File: src/rtl/gdsc_pkg.sv
package gdsc_pkg;

  localparam int unsigned DefMaxYear = 9999;
  localparam int unsigned FirstYear  = 1601;

  typedef enum logic [3:0] {
    ST_OK      = 4'd0,
    ST_SECONDS = 4'd1,
    ST_BEYOND  = 4'd2,
    ST_YEAR    = 4'd3,
    ST_MONTH   = 4'd4,
    ST_DAY     = 4'd5,
    ST_HOUR    = 4'd6,
    ST_MINUTE  = 4'd7,
    ST_SECOND  = 4'd8
  } status_t;

  typedef struct packed {
    logic        kind;
    logic [21:0] day_count;
    logic [16:0] second_of_day;
    logic [13:0] year_in;
    logic [3:0]  month_in;
    logic [4:0]  day_in;
    logic [4:0]  hour_in;
    logic [5:0]  minute_in;
    logic [5:0]  second_in;
  } in_word_t;

  typedef struct packed {
    logic [3:0]  status;
    logic [21:0] day_count_out;
    logic [16:0] second_of_day_out;
    logic [13:0] year_out;
    logic [3:0]  month_out;
    logic [4:0]  day_out;
    logic [4:0]  hour_out;
    logic [5:0]  minute_out;
    logic [5:0]  second_out;
  } out_word_t;

  // century index by reciprocal multiply, exact for any 14-bit year
  function automatic logic is_leap(input logic [13:0] y);
    logic [26:0] p;
    logic [7:0]  c;
    logic [13:0] r;
    p = {13'd0, y} * 27'd5243;
    c = p[26:19];
    r = y - 14'(c) * 14'd100;
    if (y[1:0] != 2'd0) return 1'b0;
    if (r == 14'd0 && c[1:0] != 2'd0) return 1'b0;
    return 1'b1;
  endfunction

  function automatic logic [4:0] month_len(input logic [3:0] m, input logic leap);
    case (m)
      4'd1, 4'd3, 4'd5, 4'd7, 4'd8, 4'd10, 4'd12: return 5'd31;
      4'd4, 4'd6, 4'd9, 4'd11:                    return 5'd30;
      4'd2:                                        return leap ? 5'd29 : 5'd28;
      default:                                     return 5'd0;
    endcase
  endfunction

endpackage

File: src/rtl/gregorian_day_second_converter_core.sv
// Channel | Direction | Handshake            | Payload
// in_     | input     | in_valid / in_stall  | gdsc_pkg::in_word_t
// out_    | output    | out_valid / out_stall| gdsc_pkg::out_word_t
//
// From acceptance to out_valid, a count-to-date word goes through a shared
// subtract-and-compare unit that peels 400, 100, 4 and 1 year blocks, then
// months, then hours and minutes, one step per cycle. A date-to-count word
// adds months and then 400/100/4/1 year blocks the same way. in_stall is high
// from acceptance until the result is loaded into the output register, and
// while a waiting result is stalled. rst_n clears control only.
// A stalled result holds in the output register; a new word is taken once
// the output register is free or being emptied.
module gregorian_day_second_converter_core #(
  parameter int unsigned MAX_YEAR = gdsc_pkg::DefMaxYear
) (
  input  logic                clk,
  input  logic                rst_n,
  input  logic                in_valid,
  output logic                in_stall,
  input  gdsc_pkg::in_word_t  in_data,
  output logic                out_valid,
  input  logic                out_stall,
  output gdsc_pkg::out_word_t out_data
);
  import gdsc_pkg::*;

  typedef enum logic [3:0] {
    S_IDLE, S_CHECK, S_Y400, S_Y100, S_Y4, S_Y1, S_MON, S_SEC, S_DONE
  } state_t;

  state_t      state_r;
  in_word_t    in_r;
  out_word_t   out_r;
  logic        out_valid_r;
  // shared accumulator (days or seconds remaining / total)
  logic [22:0] acc_r;
  logic [13:0] year_r;
  logic [3:0]  mon_r;
  logic [2:0]  cnt_r;
  logic [4:0]  hr_r;
  logic [5:0]  mn_r;
  logic        phase_r;
  // day-of-month remainder saved when leaving the month walk
  logic [22:0] acc_r_day_r;

  // shared unit: one subtract or add with compare
  logic [22:0] step;
  logic [22:0] diff;
  logic        ge;
  logic [22:0] sum;
  logic        leap;
  logic [4:0]  mlen;
  logic [13:0] yrem;
  logic [13:0] ystep;

  assign leap = is_leap(year_r);
  assign mlen = month_len(mon_r, leap);
  assign yrem = in_r.year_in - year_r;

  always_comb begin
    step  = 23'd0;
    ystep = 14'd0;
    unique case (state_r)
      S_Y400: begin step = 23'd146097; ystep = 14'd400; end
      S_Y100: begin step = 23'd36524;  ystep = 14'd100; end
      S_Y4:   begin step = 23'd1461;   ystep = 14'd4;   end
      S_Y1:   begin step = leap ? 23'd366 : 23'd365; ystep = 14'd1; end
      S_MON:  step = 23'(mlen);
      // hours while cnt_r is one, minutes after
      S_SEC:  step = (cnt_r == 3'd1) ? 23'd3600 : 23'd60;
      default: step = 23'd0;
    endcase
  end

  assign diff = acc_r - step;
  assign ge   = acc_r >= step;
  assign sum  = acc_r + step;

  assign in_stall  = (state_r != S_IDLE) || (out_valid_r && out_stall);
  assign out_valid = out_valid_r;
  assign out_data  = out_r;

  logic [13:0] maxy;
  assign maxy = 14'(MAX_YEAR);

  always_ff @(posedge clk) begin
    if (!rst_n) begin
      state_r     <= S_IDLE;
      out_valid_r <= 1'b0;
    end else begin
      // load a finished result, or drop the one just taken
      if (state_r == S_DONE && (!out_valid_r || !out_stall)) out_valid_r <= 1'b1;
      else if (out_valid_r && !out_stall) out_valid_r <= 1'b0;
      unique case (state_r)
        S_IDLE: if (in_valid && !in_stall) begin
          in_r    <= in_data;
          out_r   <= '0;
          state_r <= S_CHECK;
        end
        S_CHECK: begin
          year_r  <= in_r.kind ? in_r.year_in : 14'(FirstYear);
          mon_r   <= 4'd1;
          cnt_r   <= 3'd0;
          phase_r <= 1'b0;
          hr_r    <= 5'd0;
          mn_r    <= 6'd0;
          if (!in_r.kind) begin
            acc_r <= {1'b0, in_r.day_count};
            if (in_r.second_of_day >= 17'd86400) begin
              out_r.status <= ST_SECONDS;
              state_r      <= S_DONE;
            end else state_r <= S_Y400;
          end else begin
            acc_r <= 23'({in_r.day_in} - 6'd1);
            if (in_r.year_in < 14'(FirstYear) || in_r.year_in > maxy) begin
              out_r.status <= ST_YEAR; state_r <= S_DONE;
            end else if (in_r.month_in < 4'd1 || in_r.month_in > 4'd12) begin
              out_r.status <= ST_MONTH; state_r <= S_DONE;
            end else if (in_r.day_in == 5'd0 ||
                         in_r.day_in > month_len(in_r.month_in, is_leap(in_r.year_in))) begin
              out_r.status <= ST_DAY; state_r <= S_DONE;
            end else if (in_r.hour_in > 5'd23) begin
              out_r.status <= ST_HOUR; state_r <= S_DONE;
            end else if (in_r.minute_in > 6'd59) begin
              out_r.status <= ST_MINUTE; state_r <= S_DONE;
            end else if (in_r.second_in > 6'd59) begin
              out_r.status <= ST_SECOND; state_r <= S_DONE;
            end else begin
              // months first (year_r holds the target year), then years
              state_r <= S_MON;
            end
          end
        end
        S_Y400, S_Y100, S_Y4, S_Y1: begin
          if (!in_r.kind) begin
            // peel blocks; 100 and 1 year blocks at most three times
            if (ge && !((state_r == S_Y100 || state_r == S_Y1) && cnt_r == 3'd3)) begin
              acc_r  <= diff;
              year_r <= year_r + ystep;
              cnt_r  <= cnt_r + 3'd1;
            end else begin
              cnt_r <= 3'd0;
              if (state_r == S_Y400) state_r <= S_Y100;
              else if (state_r == S_Y100) state_r <= S_Y4;
              else if (state_r == S_Y4) state_r <= S_Y1;
              else if (year_r > maxy) begin
                out_r.status <= ST_BEYOND; state_r <= S_DONE;
              end else state_r <= S_MON;
            end
          end else begin
            // add whole blocks from 1601 toward the target year
            if (yrem >= ystep) begin
              acc_r  <= sum;
              year_r <= year_r + ystep;
            end else if (state_r == S_Y400) state_r <= S_Y100;
            else if (state_r == S_Y100) state_r <= S_Y4;
            else if (state_r == S_Y4) state_r <= S_Y1;
            else state_r <= S_SEC;
          end
        end
        S_MON: begin
          if (!in_r.kind) begin
            if (mon_r != 4'd12 && ge) begin
              acc_r <= diff; mon_r <= mon_r + 4'd1;
            end else state_r <= S_SEC;
          end else if (mon_r != in_r.month_in) begin
            acc_r <= sum; mon_r <= mon_r + 4'd1;
          end else begin
            year_r  <= 14'(FirstYear);
            state_r <= S_Y400;
          end
        end
        S_SEC: begin
          if (!in_r.kind) begin
            if (!phase_r) begin
              acc_r   <= {6'd0, in_r.second_of_day};
              phase_r <= 1'b1;
              cnt_r   <= 3'd1;
            end else if (cnt_r == 3'd1) begin
              // hours
              if (ge) begin
                acc_r <= diff; hr_r <= hr_r + 5'd1;
              end else cnt_r <= 3'd2;
            end else if (ge) begin
              acc_r <= diff; mn_r <= mn_r + 6'd1;
            end else begin
              out_r.status            <= ST_OK;
              out_r.day_count_out     <= in_r.day_count;
              out_r.second_of_day_out <= in_r.second_of_day;
              out_r.year_out          <= year_r;
              out_r.month_out         <= mon_r;
              out_r.day_out           <= 5'(acc_r_day_r + 23'd1);
              out_r.hour_out          <= hr_r;
              out_r.minute_out        <= mn_r;
              out_r.second_out        <= 6'(acc_r);
              state_r                 <= S_DONE;
            end
          end else begin
            out_r.status            <= ST_OK;
            out_r.day_count_out     <= acc_r[21:0];
            out_r.second_of_day_out <= 17'({12'd0, in_r.second_in} +
                                       17'd60 * {11'd0, in_r.minute_in} +
                                       17'd3600 * {12'd0, in_r.hour_in});
            out_r.year_out          <= in_r.year_in;
            out_r.month_out         <= in_r.month_in;
            out_r.day_out           <= in_r.day_in;
            out_r.hour_out          <= in_r.hour_in;
            out_r.minute_out        <= in_r.minute_in;
            out_r.second_out        <= in_r.second_in;
            state_r                 <= S_DONE;
          end
        end
        S_DONE: if (!out_valid_r || !out_stall) begin
          state_r <= S_IDLE;
        end
        default: state_r <= S_IDLE;
      endcase
    end
  end

  always_ff @(posedge clk) begin
    if (state_r == S_MON) acc_r_day_r <= acc_r;
  end

  a_no_accept_busy: assert property (@(posedge clk) disable iff (!rst_n)
    (state_r != S_IDLE) |-> in_stall) else $error("accept while busy");
  a_out_hold: assert property (@(posedge clk) disable iff (!rst_n)
    (out_valid && out_stall) |=> (out_valid && $stable(out_data)))
    else $error("result dropped");
  a_err_zero: assert property (@(posedge clk) disable iff (!rst_n)
    (out_valid && out_data.status != ST_OK) |-> (out_data.year_out == 14'd0))
    else $error("error result not cleared");

endmodule

File: config.mk
export PLATFORM = sky130hd
export DESIGN_NAME = gregorian_day_second_converter_core
export DESIGN_NICKNAME = d
export VERILOG_FILES = /design/src/rtl/gdsc_pkg.sv /design/src/rtl/gregorian_day_second_converter_core.sv
export SDC_FILE = /design/constraint.sdc
export NUM_CORES = 1
export LEC_CHECK = 0
export ABC_CLOCK_PERIOD_IN_PS = 23100
export BUFFER_PORTS_ARGS = -buffer_cell sky130_fd_sc_hd__buf_2
export CAP_MARGIN = 20
export CORE_ASPECT_RATIO = 2
export CORE_MARGIN = 4
export CORE_UTILIZATION = 35
export DETAILED_ROUTE_END_ITERATION = 16
export GPL_ROUTABILITY_DRIVEN = 0
export PLACE_DENSITY = 0.54
export SYNTH_ARGS = -nofsm -noshare
export SYNTH_HDL_FRONTEND = slang
export SYNTH_SLANG_ARGS = --single-unit
File: constraint.sdc
create_clock -name clk -period 23.1 [get_ports clk]
set_input_delay 0 -clock clk [delete_from_list [all_inputs] [get_ports clk]]
set_output_delay 0 -clock clk [all_outputs]
set_load 0.02 [all_outputs]
---- Yosys cells after proc, flatten, opt, wreduce, memory -nomap -nowiden ----
Cells that the tools add are included.
word-level totals
  register bits after elaboration ......... 229
  input port bits ......................... 84
  output and inout bits ................... 85
  word-level logic and storage cells ...... 313
cells by class
  add/subtract/negate cells ............... 14
  $mul .................................... 6
  order comparisons ....................... 12
  equal/unequal tests ..................... 67
  multiplexer cells ....................... 134
  reduce and logical (&&, ||, !) cells .... 52
operators with widths
  operator                number
  $mux 83                 5
  $mux 23                 10
  $mux 4                  41
  $pmux 79 s2             1
  $pmux 18 s6             1
  $pmux 23 s4             1
  $mux 14                 6
  $mul 14x13->27 const B  2
  $eq 4x3->1 const B      12
  $mux 5                  9
  $ne 3x3->1 const B      15
  $eq 4x4->1 const B      11
  $pmux 14 s3             1
  $sub 14x14->14          3
  $pmux 9 s4              1
  $mux 1                  34
  $pmux 5 s3              2
  $reduce_and 6->1        5
  $gt 14x14->1 const B    2
  $logic_not 14->1        2
  $ne 2x2->1 const B      14
  $eq 4x2->1 const B      6
  $mul 8x5->12 const B    2
  $mux 6                  4
  53 further kinds        95

---- Longest topological paths before layout ----
Gate-level depths: netlist of run 1.
  word-level depth ........................ 34
  depth in mapped cells ................... 60
  gate-level depth less buffers ........... 59

---- Least setup slack after synthesis of run 1 ----
OpenSTA, ideal clock, no wires.
  path type ............................... register -> register
  start ................................... register year_r[11]
  end ..................................... register out_r (netlist bit out_data[0]), enable pin
  setup time .............................. 0.642 ns
  arrival ................................. 16.427 ns
  required time ........................... 22.458 ns
  slack ................................... 6.031 ns
  stages on the path, launching flop included .. 50
  buffers on the path ..................... 2
  clock period less this slack ............ 17.069 ns
  path through ............................ edfxtp_1 -> fa_1 -> ha_1 -> inv_1 -> fa_1 -> inv_1 -> fa_1 -> inv_1 -> fa_1 -> inv_1 -> ha_1 -> a21oi_2 -> a21boi_1 -> nor2_1 -> nand3_1 -> a31oi_1 -> nor2b_1 -> o21a_1 -> [... 14 more ...] -> buf_6 -> xnor2_1 -> nand2_1 -> o21a_1 -> or4_4 -> a311oi_2 -> a32oi_1 -> a2111oi_2 -> nand3_1 -> o21ai_1 -> nor2_1 -> nor2_1 -> ha_1 -> a21oi_1 -> a31oi_4 -> a31oi_4 -> nand4_4 -> a221oi_1
on the way
  cells in the longest elaborated chain, start to end .. 15
  elaborated cells on any way between the ends .. 18
  classes of those cells .................. add/sub (1); mul (2); order compare (1); eq/ne (1); mux (9); reduce/logical (4)
RTL lines
  item                            line                                        source
  start: declaration              gregorian_day_second_converter_core.sv:37   logic [13:0] year_r;
  start signal: assignment        gregorian_day_second_converter_core.sv:101  year_r <= in_r.kind ? in_r.year_in : 14'(FirstYear);
  start signal: assignment        gregorian_day_second_converter_core.sv:139  year_r <= year_r + ystep;
  start signal: assignment        gregorian_day_second_converter_core.sv:154  year_r <= year_r + ystep;
  $mul 14x13->27                  gdsc_pkg.sv:47                              p = {13'd0, y} * 27'd5243;
  $mul 8x5->12                    gdsc_pkg.sv:49                              r = y - 14'(c) * 14'd100;
  $sub 14x14->14                  gdsc_pkg.sv:49
  $logic_not 14->1                gdsc_pkg.sv:51                              if (r == 14'd0 && c[1:0] != 2'd0) return 1'b0;
  $logic_and 1x1->1 (*)           gdsc_pkg.sv:51
  $mux 1 (2 in a row)             gdsc_pkg.sv:51
  $mux 1 (*)                      gdsc_pkg.sv:52                              return 1'b1;
  $mux 1 (*)                      gdsc_pkg.sv:51
  $mux 1                          gdsc_pkg.sv:59                              4'd2: return leap ? 5'd29 : 5'd28;
  $pmux 5 s3                      gdsc_pkg.sv:56                              case (m)
  $pmux 18 s6 (*)                 gregorian_day_second_converter_core.sv:63   unique case (state_r)
  $ge 23x18->1 (*)                gregorian_day_second_converter_core.sv:76   assign ge = acc_r >= step;
  $ne 3x3->1 (no line) (*)        -
  $reduce_and 6->1 (no line) (*)  -
  end: declaration                gregorian_day_second_converter_core.sv:33   out_word_t out_r;
Every way passes the cells marked *; elsewhere a longest branch is shown, timed or not. The select of a mux whose other input is x is not followed.
A chain may end at the register's enable or synchronous reset.

---- Final worst setup path of run 1 ----
  start ................................... register year_r[7]
  end ..................................... register acc_r[16], data pin
on the way
  cells in the longest elaborated chain, start to end .. 17
  elaborated cells on any way between the ends .. 27
  classes of those cells .................. add/sub (3); mul (2); mux (19); reduce/logical (3)
RTL lines
  item                    line                                                                                    source
  $mul 14x13->27          gdsc_pkg.sv:47
  $mul 8x5->12            gdsc_pkg.sv:49
  $sub 14x14->14          gdsc_pkg.sv:49
  $logic_not 14->1        gdsc_pkg.sv:51
  $logic_and 1x1->1 (*)   gdsc_pkg.sv:51
  $mux 1 (2 in a row)     gdsc_pkg.sv:51
  $mux 1 (*)              gdsc_pkg.sv:52
  $mux 1 (*)              gdsc_pkg.sv:51
  $mux 1                  gdsc_pkg.sv:59
  $pmux 5 s3              gdsc_pkg.sv:56
  $pmux 18 s6 (*)         gregorian_day_second_converter_core.sv:63
  $sub 23x18->23          gregorian_day_second_converter_core.sv:75                                               assign diff = acc_r - step;
  $mux 23                 gregorian_day_second_converter_core.sv:181, gregorian_day_second_converter_core.sv:184
  $mux 23                 gregorian_day_second_converter_core.sv:175                                              if (!phase_r) begin
  $mux 23                 gregorian_day_second_converter_core.sv:174                                              if (!in_r.kind) begin
  $pmux 23 s4 (*)         gregorian_day_second_converter_core.sv:94                                               unique case (state_r)
  end signal: assignment  gregorian_day_second_converter_core.sv:176                                              acc_r <= {6'd0, in_r.second_of_day};
  end signal: assignment  gregorian_day_second_converter_core.sv:182                                              acc_r <= diff; hr_r <= hr_r + 5'd1;
  end signal: assignment  gregorian_day_second_converter_core.sv:185                                              acc_r <= diff; mn_r <= mn_r + 6'd1;
  end: declaration        gregorian_day_second_converter_core.sv:36                                               logic [22:0] acc_r;
Marks and branches as above.

==> impl_results.html, run 1 <==
<table>
<tr><th>Metric</th><th>Value</th></tr>
<tr><th colspan="2">Job</th></tr>
<tr><td>Max Cap Viol</td><td>0</td></tr>
<tr><th colspan="2">Routing</th></tr>
<tr><td>Routed wire length per instance</td><td>~23 um</td></tr>
<tr><td>Routed vias</td><td>between 20,000 and 25,000</td></tr>
<tr><td>DRC</td><td>0</td></tr>
<tr><td>Remaining number of nets flagged by the antenna check after routing</td><td>0</td></tr>
<tr><td>Vias per cell</td><td>5.45</td></tr>
<tr><td>Detailed Route WL</td><td>83,600 um</td></tr>
<tr><td>Iter 0 DRT Violations</td><td>roughly 1,300</td></tr>
<tr><td>DR pass1 iterations</td><td>5</td></tr>
<tr><th colspan="2">Clock network</th></tr>
<tr><td>Largest buffer count on any clock path</td><td>3</td></tr>
<tr><td>Clock root buffer</td><td>sky130_fd_sc_hd__clkbuf_16</td></tr>
<tr><td>Number of buffers created by CTS</td><td>28</td></tr>
<tr><td>Worst-path clk slew</td><td>0.07 ns</td></tr>
<tr><td>Clk sink count</td><td>229</td></tr>
<tr><td>Clock network latency to the later pin of the worst-skew pair</td><td>0.60 ns</td></tr>
<tr><td>H-tree levels</td><td>1</td></tr>
<tr><td>Number of post-CTS setup repair buffers</td><td>0</td></tr>
<tr><td>Cells resized by post-CTS repair</td><td>0</td></tr>
<tr><td>TritonCTS clock tree</td><td>yes</td></tr>
<tr><th colspan="2">Floorplanning</th></tr>
<tr><td>Row cnt</td><td>approximately 140</td></tr>
<tr><td>Core area</td><td>70,800 um2</td></tr>
<tr><td>Die height</td><td>386 um</td></tr>
<tr><td>Die Area</td><td>75,900 um2</td></tr>
<tr><td>Boundary Pins</td><td>around 170</td></tr>
<tr><td>Initial standard-cell utilization of the core</td><td>35.3%</td></tr>
<tr><td>Overall die width</td><td>197 um</td></tr>
<tr><th colspan="2">STA</th></tr>
<tr><td>Clock period minus worst slack</td><td>13.96 ns</td></tr>
<tr><td>Setup repair after global routing missed its margin</td><td>no</td></tr>
<tr><td>Fin Clk Skew</td><td>between 0.03 and 0.04 ns</td></tr>
<tr><td>Final setup TNS</td><td>0 ns</td></tr>
<tr><td>Max Freq</td><td>0.0716 GHz</td></tr>
<tr><td>Final-report max-slew violation count</td><td>0</td></tr>
<tr><td>Final Hold Viols</td><td>0</td></tr>
<tr><td>Worst max-slew margin expressed relative to the limit</td><td>approximately a quarter</td></tr>
<tr><td>Final worst path period share</td><td>around three fifths</td></tr>
<tr><td>Setup violations, final</td><td>0</td></tr>
<tr><td>Worst Tran Pin Value</td><td>1.13 ns</td></tr>
<tr><th colspan="2">Synth</th></tr>
<tr><td>Post-synth ARST share</td><td>0%</td></tr>
<tr><td>Number of nets produced by synthesis</td><td>3,200</td></tr>
<tr><td>Seq/Total Area, Yosys</td><td>27.3%</td></tr>
<tr><td>Count of distinct cell types in the synthesized netlist</td><td>113</td></tr>
<tr><td>Number of flip-flops and latches in the synthesized netlist</td><td>roughly 230</td></tr>
<tr><td>Synth Instances</td><td>2,550</td></tr>
<tr><td>Mean instance size in the synthesized netlist</td><td>9.79 um2</td></tr>
<tr><td>Yosys warnings</td><td>0</td></tr>
<tr><td>Count of flip-flops with a built-in enable after synthesis</td><td>224</td></tr>
<tr><td>Total standard cell area after synthesis</td><td>25,000 um2</td></tr>
<tr><td>Primary flip-flop cell chosen by synthesis mapping</td><td>sky130_fd_sc_hd__edfxtp_1</td></tr>
<tr><th colspan="2">Placement</th></tr>
<tr><td>I/O Buffers</td><td>approximately 170</td></tr>
<tr><td>Count of placed standard cells including taps</td><td>3,570</td></tr>
<tr><td>Hpwl dp</td><td>66,800 um</td></tr>
<tr><th colspan="2">Global routing</th></tr>
<tr><td>Remaining Overflow, GRT</td><td>0</td></tr>
<tr><td>Number of antenna violations at the first check in global routing</td><td>3</td></tr>
<tr><td>First-pass GRT wire length</td><td>126,000 um</td></tr>
<tr><td>Number of global-route vias before repair</td><td>21,600</td></tr>
<tr><td>Global router's overall resource usage</td><td>21.6%</td></tr>
<tr><td>Largest net degree at the start of global routing</td><td>133</td></tr>
<tr><th colspan="2">Final layout</th></tr>
<tr><td>Share of post-route cells with drive strength above 1</td><td>10.6%</td></tr>
<tr><td># nets final</td><td>3,422</td></tr>
<tr><td>Relative area change from synthesis to final layout</td><td>14.3%</td></tr>
<tr><td>Filler instances</td><td>6,923</td></tr>
<tr><td>Final Instance Count excl. Fillers</td><td>3,705</td></tr>
<tr><th colspan="2">Setup path</th></tr>
<tr><td>Critical Path Slowest Stage Cell</td><td>sky130_fd_sc_hd__edfxtp_1</td></tr>
<tr><td>Largest incremental delay on the critical path</td><td>around 0.75 ns</td></tr>
<tr><td>Capture point of the worst reg-to-reg path</td><td>acc_r[16]</td></tr>
<tr><td>CP endpoint</td><td>acc_r[16]</td></tr>
<tr><td>Setup slack, reg-to-reg</td><td>9.14 ns</td></tr>
<tr><td>Critical path capture point type</td><td>flop</td></tr>
<tr><td>Critical path class</td><td>flop to flop</td></tr>
<tr><td>Largest fanout of any net on the critical path</td><td>9</td></tr>
<tr><td>FF-to-FF path depth</td><td>55</td></tr>
<tr><td>Critical register-to-register path startpoint</td><td>year_r[7]</td></tr>
<tr><td>Crit. Startpoint</td><td>year_r[7]</td></tr>
<tr><td>Required time of the critical path</td><td>23.40 ns</td></tr>
<tr><td>Nature of the critical path startpoint</td><td>flop</td></tr>
<tr><td>Crit path DAT</td><td>roughly 14 ns</td></tr>
<tr><th colspan="2">Worst hold path</th></tr>
<tr><td>Worst hold path stage count</td><td>2</td></tr>
<tr><td>Type of the most critical hold path</td><td>input port to flop</td></tr>
<tr><th colspan="2">Outcome</th></tr>
<tr><td>Result of the run</td><td>finished clean</td></tr>
</table>
[synth_stat cells (37+ instances only)]
cell type                  count  area, um2
sky130_fd_sc_hd__edfxtp_1    224       6730
sky130_fd_sc_hd__nor3_1       50        250
sky130_fd_sc_hd__o21ai_0      89        445
sky130_fd_sc_hd__inv_1       378       1420
sky130_fd_sc_hd__nand3_1      44        220
sky130_fd_sc_hd__a21oi_1     162        811
sky130_fd_sc_hd__xor2_1       37        324
sky130_fd_sc_hd__nor2_1      205        769
sky130_fd_sc_hd__xnor2_1      86        753
sky130_fd_sc_hd__clkbuf_1     54        203
sky130_fd_sc_hd__fa_1        150       3000
sky130_fd_sc_hd__nand2_1     140        526
sky130_fd_sc_hd__a21o_1       46        345
sky130_fd_sc_hd__mux2i_1      66        661
sky130_fd_sc_hd__ha_1        416       5200
[placed cells by master (no fill, tap or decap), drive strengths merged, types with 11 or more instances in the layout]
| cell | synthesis | layout |
|---|---|---|
| ha | 416 | 416 |
| inv | 379 | 383 |
| edfxtp | 224 | 224 |
| nor2 | 206 | 206 |
| buf | 21 | 187 |
| a21oi | 165 | 165 |
| fa | 150 | 150 |
| nand2 | 140 | 140 |
| o21ai | 95 | 95 |
| xnor2 | 86 | 86 |
| dlygate4sd3 | 0 | 82 |
| mux2i | 66 | 66 |
| nor3 | 52 | 52 |
| a21o | 47 | 47 |
| nand3 | 44 | 44 |
| xor2 | 37 | 37 |
| clkbuf | 55 | 31 |
| nor2b | 29 | 29 |
| a211oi | 28 | 28 |
| o21bai | 27 | 27 |
| nand4 | 19 | 19 |
| a31oi | 17 | 17 |
| clkinv | 2 | 16 |
| o21a | 15 | 15 |
| nand2b | 14 | 14 |
| o31ai | 14 | 14 |
| and2 | 13 | 13 |
| o211ai | 12 | 12 |
| and3 | 12 | 12 |
| nor4 | 11 | 11 |
[final cells by class]
type	instances	area [um2]	area share, %
Tap cell	910	1140	3.99
Clock buffer	31	733	2.57
Inverter	381	1430	5.01
Clock inverter	21	183	0.640
Multi-Input combinational cell	1863	16400	57.5
Timing Repair Buffer	269	1820	6.36
Sequential cell	229	6830	23.9
Antenna cell	1	2.50	0.00877
[flip-flops by register name, indices dropped and copies added (netlist names), 4 cells and up]
signal / flops
in_r: 80
mn_r: 6
out_data: 83
mon_r: 4
hr_r: 5
state_r: 4
year_r: 14
acc_r: 23
acc_r_day_r: 5
[per-stage QoR]
stage	setup WS (ns)	utilization, %	instance area [um2]	hold slack (ns)
2_1_floorplan	6.03	-	25000	0.0989
3_3_place_gp	9.62	37.9	26800	0.176
3_5_place_dp	9.37	37.9	26800	0.178
4_1_cts	9.32	40.3	28500	0.0849
5_1_grt	8.41	40.3	28500	0.113
6_report	9.14	40.3	28500	0.118
[worst max-delay path, delay by kind of cell, from the launching register on]
kind            cells  cell delay [ns]
fa+ha+maj          12             4.64
compound gates     23             5.07
buf+inv             6             0.62
flops               1             0.75
xor+xnor            3             0.57
simple gates       11             2.00
[repair_timing]
action | 4_1_cts | 5_1_grt
setup endpoints to repair | 0 | 0
endpoints found under the hold margin | 84 | 0
hold buffers | 82 | 0
[how the worst min path moves through the flow]
| stage | start | end | slack [ns] |
|---|---|---|---|
| after floorplan | in_data[0] | in_r[0] | 0.1 |
| final | in_data[9] | in_r[9] | 0.12 |
| after CTS | in_data[31] | in_r[31] | 0.08 |
| after global routing | in_data[9] | in_r[9] | 0.11 |
| after global placement | in_data[77] | in_r[77] | 0.18 |
| after detailed placement | in_data[73] | in_r[73] | 0.18 |
[metal layers]
| metal | vias to the layer above | track usage [%] | part of all wire [%] |
|---|---|---|---|
| met5 | - | 0 | 0.017 |
| met4 | 2 | 13.7 | 7.7 |
| met3 | 248 | 2.02 | 4.4 |
| met2 | 751 | 42.6 | 55 |
| met1 | 9860 | 21.0 | 33 |
| li1 | 9347 | - | - |
[logic make-up after synthesis]
group / count (synthesis) / share of synthesized area, %
multiplexers: 67 / 2.69
AND/OR/NAND/NOR: 584 / 11.2
AO/OA/AOI/OAI: 523 / 14.4
adder cells (fa/ha/maj): 566 / 32.9
flip-flops: 229 / 27.3
buffers and inverters: 458 / 7.19
XOR/XNOR: 123 / 4.32
Power of run 1 is left out: the tool's default activity adds up to more than one toggle a clock period on the data nets, which glitch-free logic cannot reach.
==> run 2: changes to the inputs <==
ABC_CLOCK_PERIOD_IN_PS = 14500   (was 23100)
clock period = 14.5 ns   (was 23.1 ns; I/O delays follow)
==> run 2 against run 1 <==
Net effect:
- design area up 0.79%
- sequential share of layout area down 0.19 points
- clock skew up 0.0072 ns
- critical endpoint unchanged
- sequential cell count unchanged
- hold slack about the same
- non-clock buffer count up 29
- largest cell class unchanged
- first-iteration DRC count down 18%
==> impl_results.html, run 2 (synthesized netlist as in run 1, its figures left out) <==
<table>
<tr><th>Metric</th><th>Value</th></tr>
<tr><th colspan="2">Routing</th></tr>
<tr><td>Detailed Route WL</td><td>82,800 um (-1.0%)</td></tr>
<tr><td>Routed wire length per instance</td><td>22.2 um (-1.7%)</td></tr>
<tr><td>Remaining number of nets flagged by the antenna check after routing</td><td>0 (unchanged)</td></tr>
<tr><td>DR pass1 iterations</td><td>6 (+1)</td></tr>
<tr><td>Iter 0 DRT Violations</td><td>1,047 (-18%)</td></tr>
<tr><td>DRC</td><td>0 (unchanged)</td></tr>
<tr><td>Routed vias</td><td>20,200 (-0.099%)</td></tr>
<tr><td>Vias per cell</td><td>5.41 (-0.80%)</td></tr>
<tr><th colspan="2">Final layout</th></tr>
<tr><td>Final Instance Count excl. Fillers</td><td>3,731 (+0.70%)</td></tr>
<tr><td># nets final</td><td>3,450 (+0.82%)</td></tr>
<tr><td>Flip-flop count of the largest register after layout</td><td>83 (unchanged)</td></tr>
<tr><td>Relative area change from synthesis to final layout</td><td>15.3%</td></tr>
<tr><td>Top library cells by usage in the layout, fill and taps aside</td><td>sky130_fd_sc_hd__ha_1 (416), sky130_fd_sc_hd__inv_1 (377), sky130_fd_sc_hd__edfxtp_1 (224)</td></tr>
<tr><td>Share of post-route cells with drive strength above 1</td><td>11.5% (+0.89 points)</td></tr>
<tr><td>Final instance area</td><td>28,800 um2 (+0.79%)</td></tr>
<tr><td>Most common cell after layout, fill and taps aside</td><td>sky130_fd_sc_hd__ha_1</td></tr>
<tr><td>Number of inserted diodes</td><td>0 (-1)</td></tr>
<tr><th colspan="2">STA</th></tr>
<tr><td>Least setup slack across all paths after layout</td><td>0.772 ns (-8.36 ns)</td></tr>
<tr><td>Setup violations, final</td><td>0 (unchanged)</td></tr>
<tr><td>Final-report max-slew violation count</td><td>0 (unchanged)</td></tr>
<tr><td>Final setup TNS</td><td>0 ns (unchanged)</td></tr>
<tr><td>Final worst path period share</td><td>94.7% (+34 points)</td></tr>
<tr><td>Max Freq</td><td>0.0728 GHz (+1.7%)</td></tr>
<tr><td>Worst max-slew margin expressed relative to the limit</td><td>27.9% (+3.4 points)</td></tr>
<tr><td>Fin Clk Skew</td><td>0.0430 ns (+0.00721 ns)</td></tr>
<tr><td>Worst Tran Pin Value</td><td>1.08 ns (-0.0501 ns)</td></tr>
<tr><td>Setup repair after global routing missed its margin</td><td>no</td></tr>
<tr><td>Final Hold Viols</td><td>0 (unchanged)</td></tr>
<tr><td>Clock period minus worst slack</td><td>13.73 ns (-0.236 ns)</td></tr>
<tr><th colspan="2">Floorplanning</th></tr>
<tr><td>Die height</td><td>386 um (unchanged)</td></tr>
<tr><td>Row cnt</td><td>138 (unchanged)</td></tr>
<tr><td>Core area</td><td>70,800 um2 (unchanged)</td></tr>
<tr><td>Die Area</td><td>75,900 um2 (unchanged)</td></tr>
<tr><td>Initial standard-cell utilization of the core</td><td>35.3% (unchanged)</td></tr>
<tr><td>Overall die width</td><td>197 um (unchanged)</td></tr>
<tr><td>Boundary Pins</td><td>169 (unchanged)</td></tr>
<tr><th colspan="2">Global routing</th></tr>
<tr><td>Remaining Overflow, GRT</td><td>0 (unchanged)</td></tr>
<tr><td>Number of antenna violations at the first check in global routing</td><td>2 (-1)</td></tr>
<tr><td>Global router's overall resource usage</td><td>21.3% (-0.32 points)</td></tr>
<tr><td>Number of global-route vias before repair</td><td>21,400 (-0.68%)</td></tr>
<tr><td>Largest net degree at the start of global routing</td><td>62 (-53%)</td></tr>
<tr><td>First-pass GRT wire length</td><td>124,000 um (-1.4%)</td></tr>
<tr><th colspan="2">Clock network</th></tr>
<tr><td>Worst-path clk slew</td><td>0.07 ns (about the same)</td></tr>
<tr><td>Largest buffer count on any clock path</td><td>3 (unchanged)</td></tr>
<tr><td>TritonCTS clock tree</td><td>yes</td></tr>
<tr><td>Clk sink count</td><td>229 (unchanged)</td></tr>
<tr><td>Clock root buffer</td><td>sky130_fd_sc_hd__clkbuf_16</td></tr>
<tr><td>Number of buffers created by CTS</td><td>27 (-3.6%)</td></tr>
<tr><td>H-tree levels</td><td>1 (unchanged)</td></tr>
<tr><td>Clock network latency to the later pin of the worst-skew pair</td><td>0.60 ns (about the same)</td></tr>
<tr><th colspan="2">Setup path</th></tr>
<tr><td>Cell class contributing the biggest share of worst-path delay</td><td>adder cells</td></tr>
<tr><td>Buf+Inv Stages, Crit Path</td><td>6 (unchanged)</td></tr>
<tr><td>Largest incremental delay on the critical path</td><td>0.59 ns (-0.16 ns)</td></tr>
<tr><td>Critical path capture point type</td><td>flop</td></tr>
<tr><td>Critical Path Slowest Stage Cell</td><td>sky130_fd_sc_hd__fa_1</td></tr>
<tr><td>Required time of the critical path</td><td>14.79 ns (-8.61 ns)</td></tr>
<tr><td>Crit path DAT</td><td>14.02 ns (-0.25 ns)</td></tr>
<tr><td>Largest fanout of any net on the critical path</td><td>7 (-2)</td></tr>
<tr><td>Critical path class</td><td>flop to flop</td></tr>
<tr><td>Nature of the critical path startpoint</td><td>flop</td></tr>
<tr><th colspan="2">Job</th></tr>
<tr><td>Max Cap Viol</td><td>0 (unchanged)</td></tr>
<tr><th colspan="2">Placement</th></tr>
<tr><td>Post-place instance area</td><td>26,900 um2 (+0.22%)</td></tr>
<tr><td>Worst-case setup slack after placement</td><td>0.778 ns (-8.59 ns)</td></tr>
<tr><td>Count of placed standard cells including taps</td><td>3,580 (+0.28%)</td></tr>
<tr><td>Hpwl dp</td><td>67,200 um (+0.57%)</td></tr>
<tr><td>I/O Buffers</td><td>168 (unchanged)</td></tr>
<tr><th colspan="2">Outcome</th></tr>
<tr><td>Result of the run</td><td>finished clean</td></tr>
<tr><th colspan="2">Worst hold path</th></tr>
<tr><td>Type of the most critical hold path</td><td>input port to flop</td></tr>
</table>
run 2: cell count changes in the layout (fill, tap and decap cells not counted), moves of 2 or more:
| cell | previous run | this run |
|---|---|---|
| sky130_fd_sc_hd__buf_12 | 1 | 4 |
| sky130_fd_sc_hd__inv_8 | 3 | 1 |
| sky130_fd_sc_hd__clkinv_2 | 8 | 4 |
| sky130_fd_sc_hd__buf_4 | 18 | 44 |
| sky130_fd_sc_hd__inv_6 | 1 | 4 |
| sky130_fd_sc_hd__clkbuf_16 | 29 | 27 |
| sky130_fd_sc_hd__clkinvlp_4 | 1 | 5 |
run 2: area by class of cell:
type	count	area, um2
tap	910	1140
clock buffer	29	683
inverter	381	1430
clock inverter	21	204
sequential	229	6830
timing repair buffer	298	2070
multi-input combinational	1863	16400
fill	6974	42000
run 2: routing by layer:
| layer | vias up | track usage [%] | share of wire [%] |
|---|---|---|---|
| met5 | - | 0 | 0.013 |
| li1 | 9420 | - | - |
| met4 | 2 | 14.9 | 8.6 |
| met1 | 9818 | 20.3 | 33 |
| met2 | 685 | 42.0 | 55 |
| met3 | 263 | 1.64 | 3.8 |
run 2: worst reg2reg max path, delay by kind of cell, from the launching register on:
kind	cells	cell delay (ns)
fa+ha+maj	12	4.87
buf+inv	6	0.49
flops	1	0.58
xor+xnor	3	0.46
simple gates	12	2.51
compound gates	21	4.52
run 2: through the flow:
| step | utilization (%) | hold WS [ns] |
|---|---|---|
| after floorplan | - | 0.0989 |
| after global placement | 37.9 | 0.177 |
| after detailed placement | 37.9 | 0.178 |
| after CTS | 40.4 | 0.0830 |
| after global routing | 40.6 | 0.103 |
| final | 40.6 | 0.118 |
run 2: worst paths after layout:
check | start | endpoint | slack [ns] | cells past startpoint
max | year_r[5] | acc_r[16] | 0.77 | 54
min | in_data[42] | in_r[42] | 0.12 | 2
max reg2reg | year_r[5] | acc_r[16] | 0.77 | 54
min reg2reg | in_r[62] | out_data[62] | 0.62 | 2
run 2: repair_timing:
action | 4_1_cts | 5_1_grt
gates resized for setup | 0 | 1
hold buffers | 82 | 0
setup buffers | 0 | 19
endpoints found under the setup margin | 0 | 2
endpoints found under the hold margin | 89 | 0
Power of run 2 is left out for the same reason.
==> run 3: changes to the inputs <==
PLACE_DENSITY = 0.62   (was 0.54)
==> run 3 against run 2 <==
Net effect:
- maximum frequency up 2.2%
- register-to-register slack better by 0.29 ns
- wire length down 5.7%
- utilization down 0.34 points
- count of clock-buffer cells in the layout down 1
- sequential share of layout area up 0.20 points
- worst setup slack better by 0.29 ns
- clock skew down 0.0069 ns
- critical path type unchanged
- critical endpoint unchanged
- highest routed layer is now met4
==> impl_results.html, run 3 (synthesized netlist as in run 1, its figures left out) <==
<table>
<tr><th>Metric</th><th>Value</th></tr>
<tr><th colspan="2">Final layout</th></tr>
<tr><td>Reg area</td><td>6830 um2 (unchanged)</td></tr>
<tr><td>Top library cells by usage in the layout, fill and taps aside</td><td>sky130_fd_sc_hd__ha_1 (416), sky130_fd_sc_hd__inv_1 (377), sky130_fd_sc_hd__edfxtp_1 (224)</td></tr>
<tr><td>Flip-flop count of the largest register after layout</td><td>83 (unchanged)</td></tr>
<tr><td># nets final</td><td>3,429 (-0.61%)</td></tr>
<tr><td>Filler instances</td><td>6,965 (-0.13%)</td></tr>
<tr><td>Most common cell after layout, fill and taps aside</td><td>sky130_fd_sc_hd__ha_1</td></tr>
<tr><td>Share of post-route cells with drive strength above 1</td><td>10.8% (-0.73 points)</td></tr>
<tr><td>Final instance area</td><td>28,500 um2 (-0.85%)</td></tr>
<tr><td>Area occupied by multi-input gates</td><td>16,400 um2 (about the same)</td></tr>
<tr><td>Relative area change from synthesis to final layout</td><td>14.3%</td></tr>
<tr><td>Final Instance Count excl. Fillers</td><td>3,710 (-0.56%)</td></tr>
<tr><th colspan="2">STA</th></tr>
<tr><td>Worst Tran Pin Value</td><td>1.05 ns (-0.0273 ns)</td></tr>
<tr><td>Clock period minus worst slack</td><td>13.43 ns (-0.294 ns)</td></tr>
<tr><td>Final Hold Viols</td><td>0 (unchanged)</td></tr>
<tr><td>Worst max-slew margin expressed relative to the limit</td><td>29.3% (+1.3 points)</td></tr>
<tr><td>Final-report max-slew violation count</td><td>0 (unchanged)</td></tr>
<tr><td>Fin Clk Skew</td><td>0.0360 ns (-0.00694 ns)</td></tr>
<tr><td>Final setup TNS</td><td>0 ns (unchanged)</td></tr>
<tr><td>Max Freq</td><td>0.0744 GHz (+2.2%)</td></tr>
<tr><td>Setup repair after global routing missed its margin</td><td>no</td></tr>
<tr><td>Setup violations, final</td><td>0 (unchanged)</td></tr>
<tr><td>Final worst path period share</td><td>92.7% (-2.0 points)</td></tr>
<tr><th colspan="2">Setup path</th></tr>
<tr><td>Largest incremental delay on the critical path</td><td>0.75 ns (+0.16 ns)</td></tr>
<tr><td>Critical path class</td><td>flop to flop</td></tr>
<tr><td>Largest fanout of any net on the critical path</td><td>11 (+4)</td></tr>
<tr><td>Critical Path Slowest Stage Cell</td><td>sky130_fd_sc_hd__edfxtp_1</td></tr>
<tr><td>Cell class contributing the biggest share of worst-path delay</td><td>adder cells</td></tr>
<tr><td>Critical path capture point type</td><td>flop</td></tr>
<tr><td>Crit path DAT</td><td>13.72 ns (-0.30 ns)</td></tr>
<tr><td>Nature of the critical path startpoint</td><td>flop</td></tr>
<tr><td>Buf+Inv Stages, Crit Path</td><td>6 (unchanged)</td></tr>
<tr><td>Required time of the critical path</td><td>14.79 ns (about the same)</td></tr>
<tr><th colspan="2">Routing</th></tr>
<tr><td>Routed vias</td><td>19,900 (-1.3%)</td></tr>
<tr><td>DRC</td><td>0 (unchanged)</td></tr>
<tr><td>DR pass1 iterations</td><td>5 (-1)</td></tr>
<tr><td>Remaining number of nets flagged by the antenna check after routing</td><td>0 (unchanged)</td></tr>
<tr><td>Routed wire length per instance</td><td>21.0 um (-5.2%)</td></tr>
<tr><td>Detailed Route WL</td><td>78,000 um (-5.7%)</td></tr>
<tr><td>Iter 0 DRT Violations</td><td>957 (-8.6%)</td></tr>
<tr><td>Vias per cell</td><td>5.37 (-0.77%)</td></tr>
<tr><th colspan="2">Floorplanning</th></tr>
<tr><td>Initial standard-cell utilization of the core</td><td>35.3% (unchanged)</td></tr>
<tr><td>Die height</td><td>386 um (unchanged)</td></tr>
<tr><td>Boundary Pins</td><td>169 (unchanged)</td></tr>
<tr><td>Die Area</td><td>75,900 um2 (unchanged)</td></tr>
<tr><td>Core area</td><td>70,800 um2 (unchanged)</td></tr>
<tr><td>Row cnt</td><td>138 (unchanged)</td></tr>
<tr><td>Overall die width</td><td>197 um (unchanged)</td></tr>
<tr><th colspan="2">Placement</th></tr>
<tr><td>I/O Buffers</td><td>168 (unchanged)</td></tr>
<tr><td>Hpwl dp</td><td>63,500 um (-5.5%)</td></tr>
<tr><td>Post-place instance area</td><td>26,900 um2 (about the same)</td></tr>
<tr><td>Count of placed standard cells including taps</td><td>3,579 (-0.028%)</td></tr>
<tr><th colspan="2">Clock network</th></tr>
<tr><td>TritonCTS clock tree</td><td>yes</td></tr>
<tr><td>Clk sink count</td><td>229 (unchanged)</td></tr>
<tr><td>Largest buffer count on any clock path</td><td>3 (unchanged)</td></tr>
<tr><td>Hold-fix buffers, CTS</td><td>82 (unchanged)</td></tr>
<tr><td>H-tree levels</td><td>1 (unchanged)</td></tr>
<tr><td>Clock network latency to the later pin of the worst-skew pair</td><td>0.59 ns (about the same)</td></tr>
<tr><td>Clock root buffer</td><td>sky130_fd_sc_hd__clkbuf_16</td></tr>
<tr><td>Worst-path clk slew</td><td>0.06 ns (about the same)</td></tr>
<tr><td>Number of buffers created by CTS</td><td>26 (-3.7%)</td></tr>
<tr><td>Cells resized by post-CTS repair</td><td>0 (unchanged)</td></tr>
<tr><td>Number of post-CTS setup repair buffers</td><td>0 (unchanged)</td></tr>
<tr><th colspan="2">Global routing</th></tr>
<tr><td>Remaining Overflow, GRT</td><td>0 (unchanged)</td></tr>
<tr><td>Number of antenna violations at the first check in global routing</td><td>2 (unchanged)</td></tr>
<tr><td>Largest net degree at the start of global routing</td><td>123 (+98%)</td></tr>
<tr><td>Number of global-route vias before repair</td><td>21,100 (-1.7%)</td></tr>
<tr><td>Global router's overall resource usage</td><td>20.2% (-1.1 points)</td></tr>
<tr><td>First-pass GRT wire length</td><td>119,000 um (-4.0%)</td></tr>
<tr><th colspan="2">Outcome</th></tr>
<tr><td>Result of the run</td><td>finished clean</td></tr>
<tr><th colspan="2">Worst hold path</th></tr>
<tr><td>Type of the most critical hold path</td><td>input port to flop</td></tr>
<tr><th colspan="2">Job</th></tr>
<tr><td>Max Cap Viol</td><td>0 (unchanged)</td></tr>
</table>
[run 3: cell types whose count changed in the layout (fill, tap and decap cells not counted), sizes merged, moves of 2 or more]
| cell | change |
|---|---|
| inv | -3 |
| buf | -20 |
| clkinv | +5 |
| clkinvlp | -2 |
[run 3: final timing paths]
kind              cells after the start         to        start  slack [ns]
setup / recovery                     54  acc_r[16]   year_r[10]        1.07
hold / removal                        2   in_r[27]  in_data[27]        0.12
setup reg to reg                     54  acc_r[16]   year_r[10]        1.07
hold reg to reg                       2   acc_r[3]     in_r[43]        0.60
[run 3: area by class of cell]
type	count	share of cell area, %
multi-input combinational	1863	57.5
sequential	229	23.9
timing repair buffer	278	6.65
inverter	381	5.01
tap	910	3.99
clock buffer	28	2.31
clock inverter	20	0.561
antenna	1	0.00877
[run 3: metrics by stage]
step | setup slack (ns) | utilization [%] | hold WS [ns]
floorplan | 0.0321 | - | 0.0989
global placement | 1.42 | 38.0 | 0.178
detailed placement | 1.21 | 38.0 | 0.178
CTS | 1.16 | 40.3 | 0.0951
global route | 0.164 | 40.3 | 0.117
finish | 1.07 | 40.3 | 0.117
[run 3: per-layer routing]
layer	vias to the layer above	routed length [um]	track usage (%)
met5	-	0	0
li1	9369	-	-
met4	0	7300	15.3
met2	698	41300	38.5
met3	249	3220	1.76
met1	9604	26200	19.8
Power of run 3 is left out for the same reason.
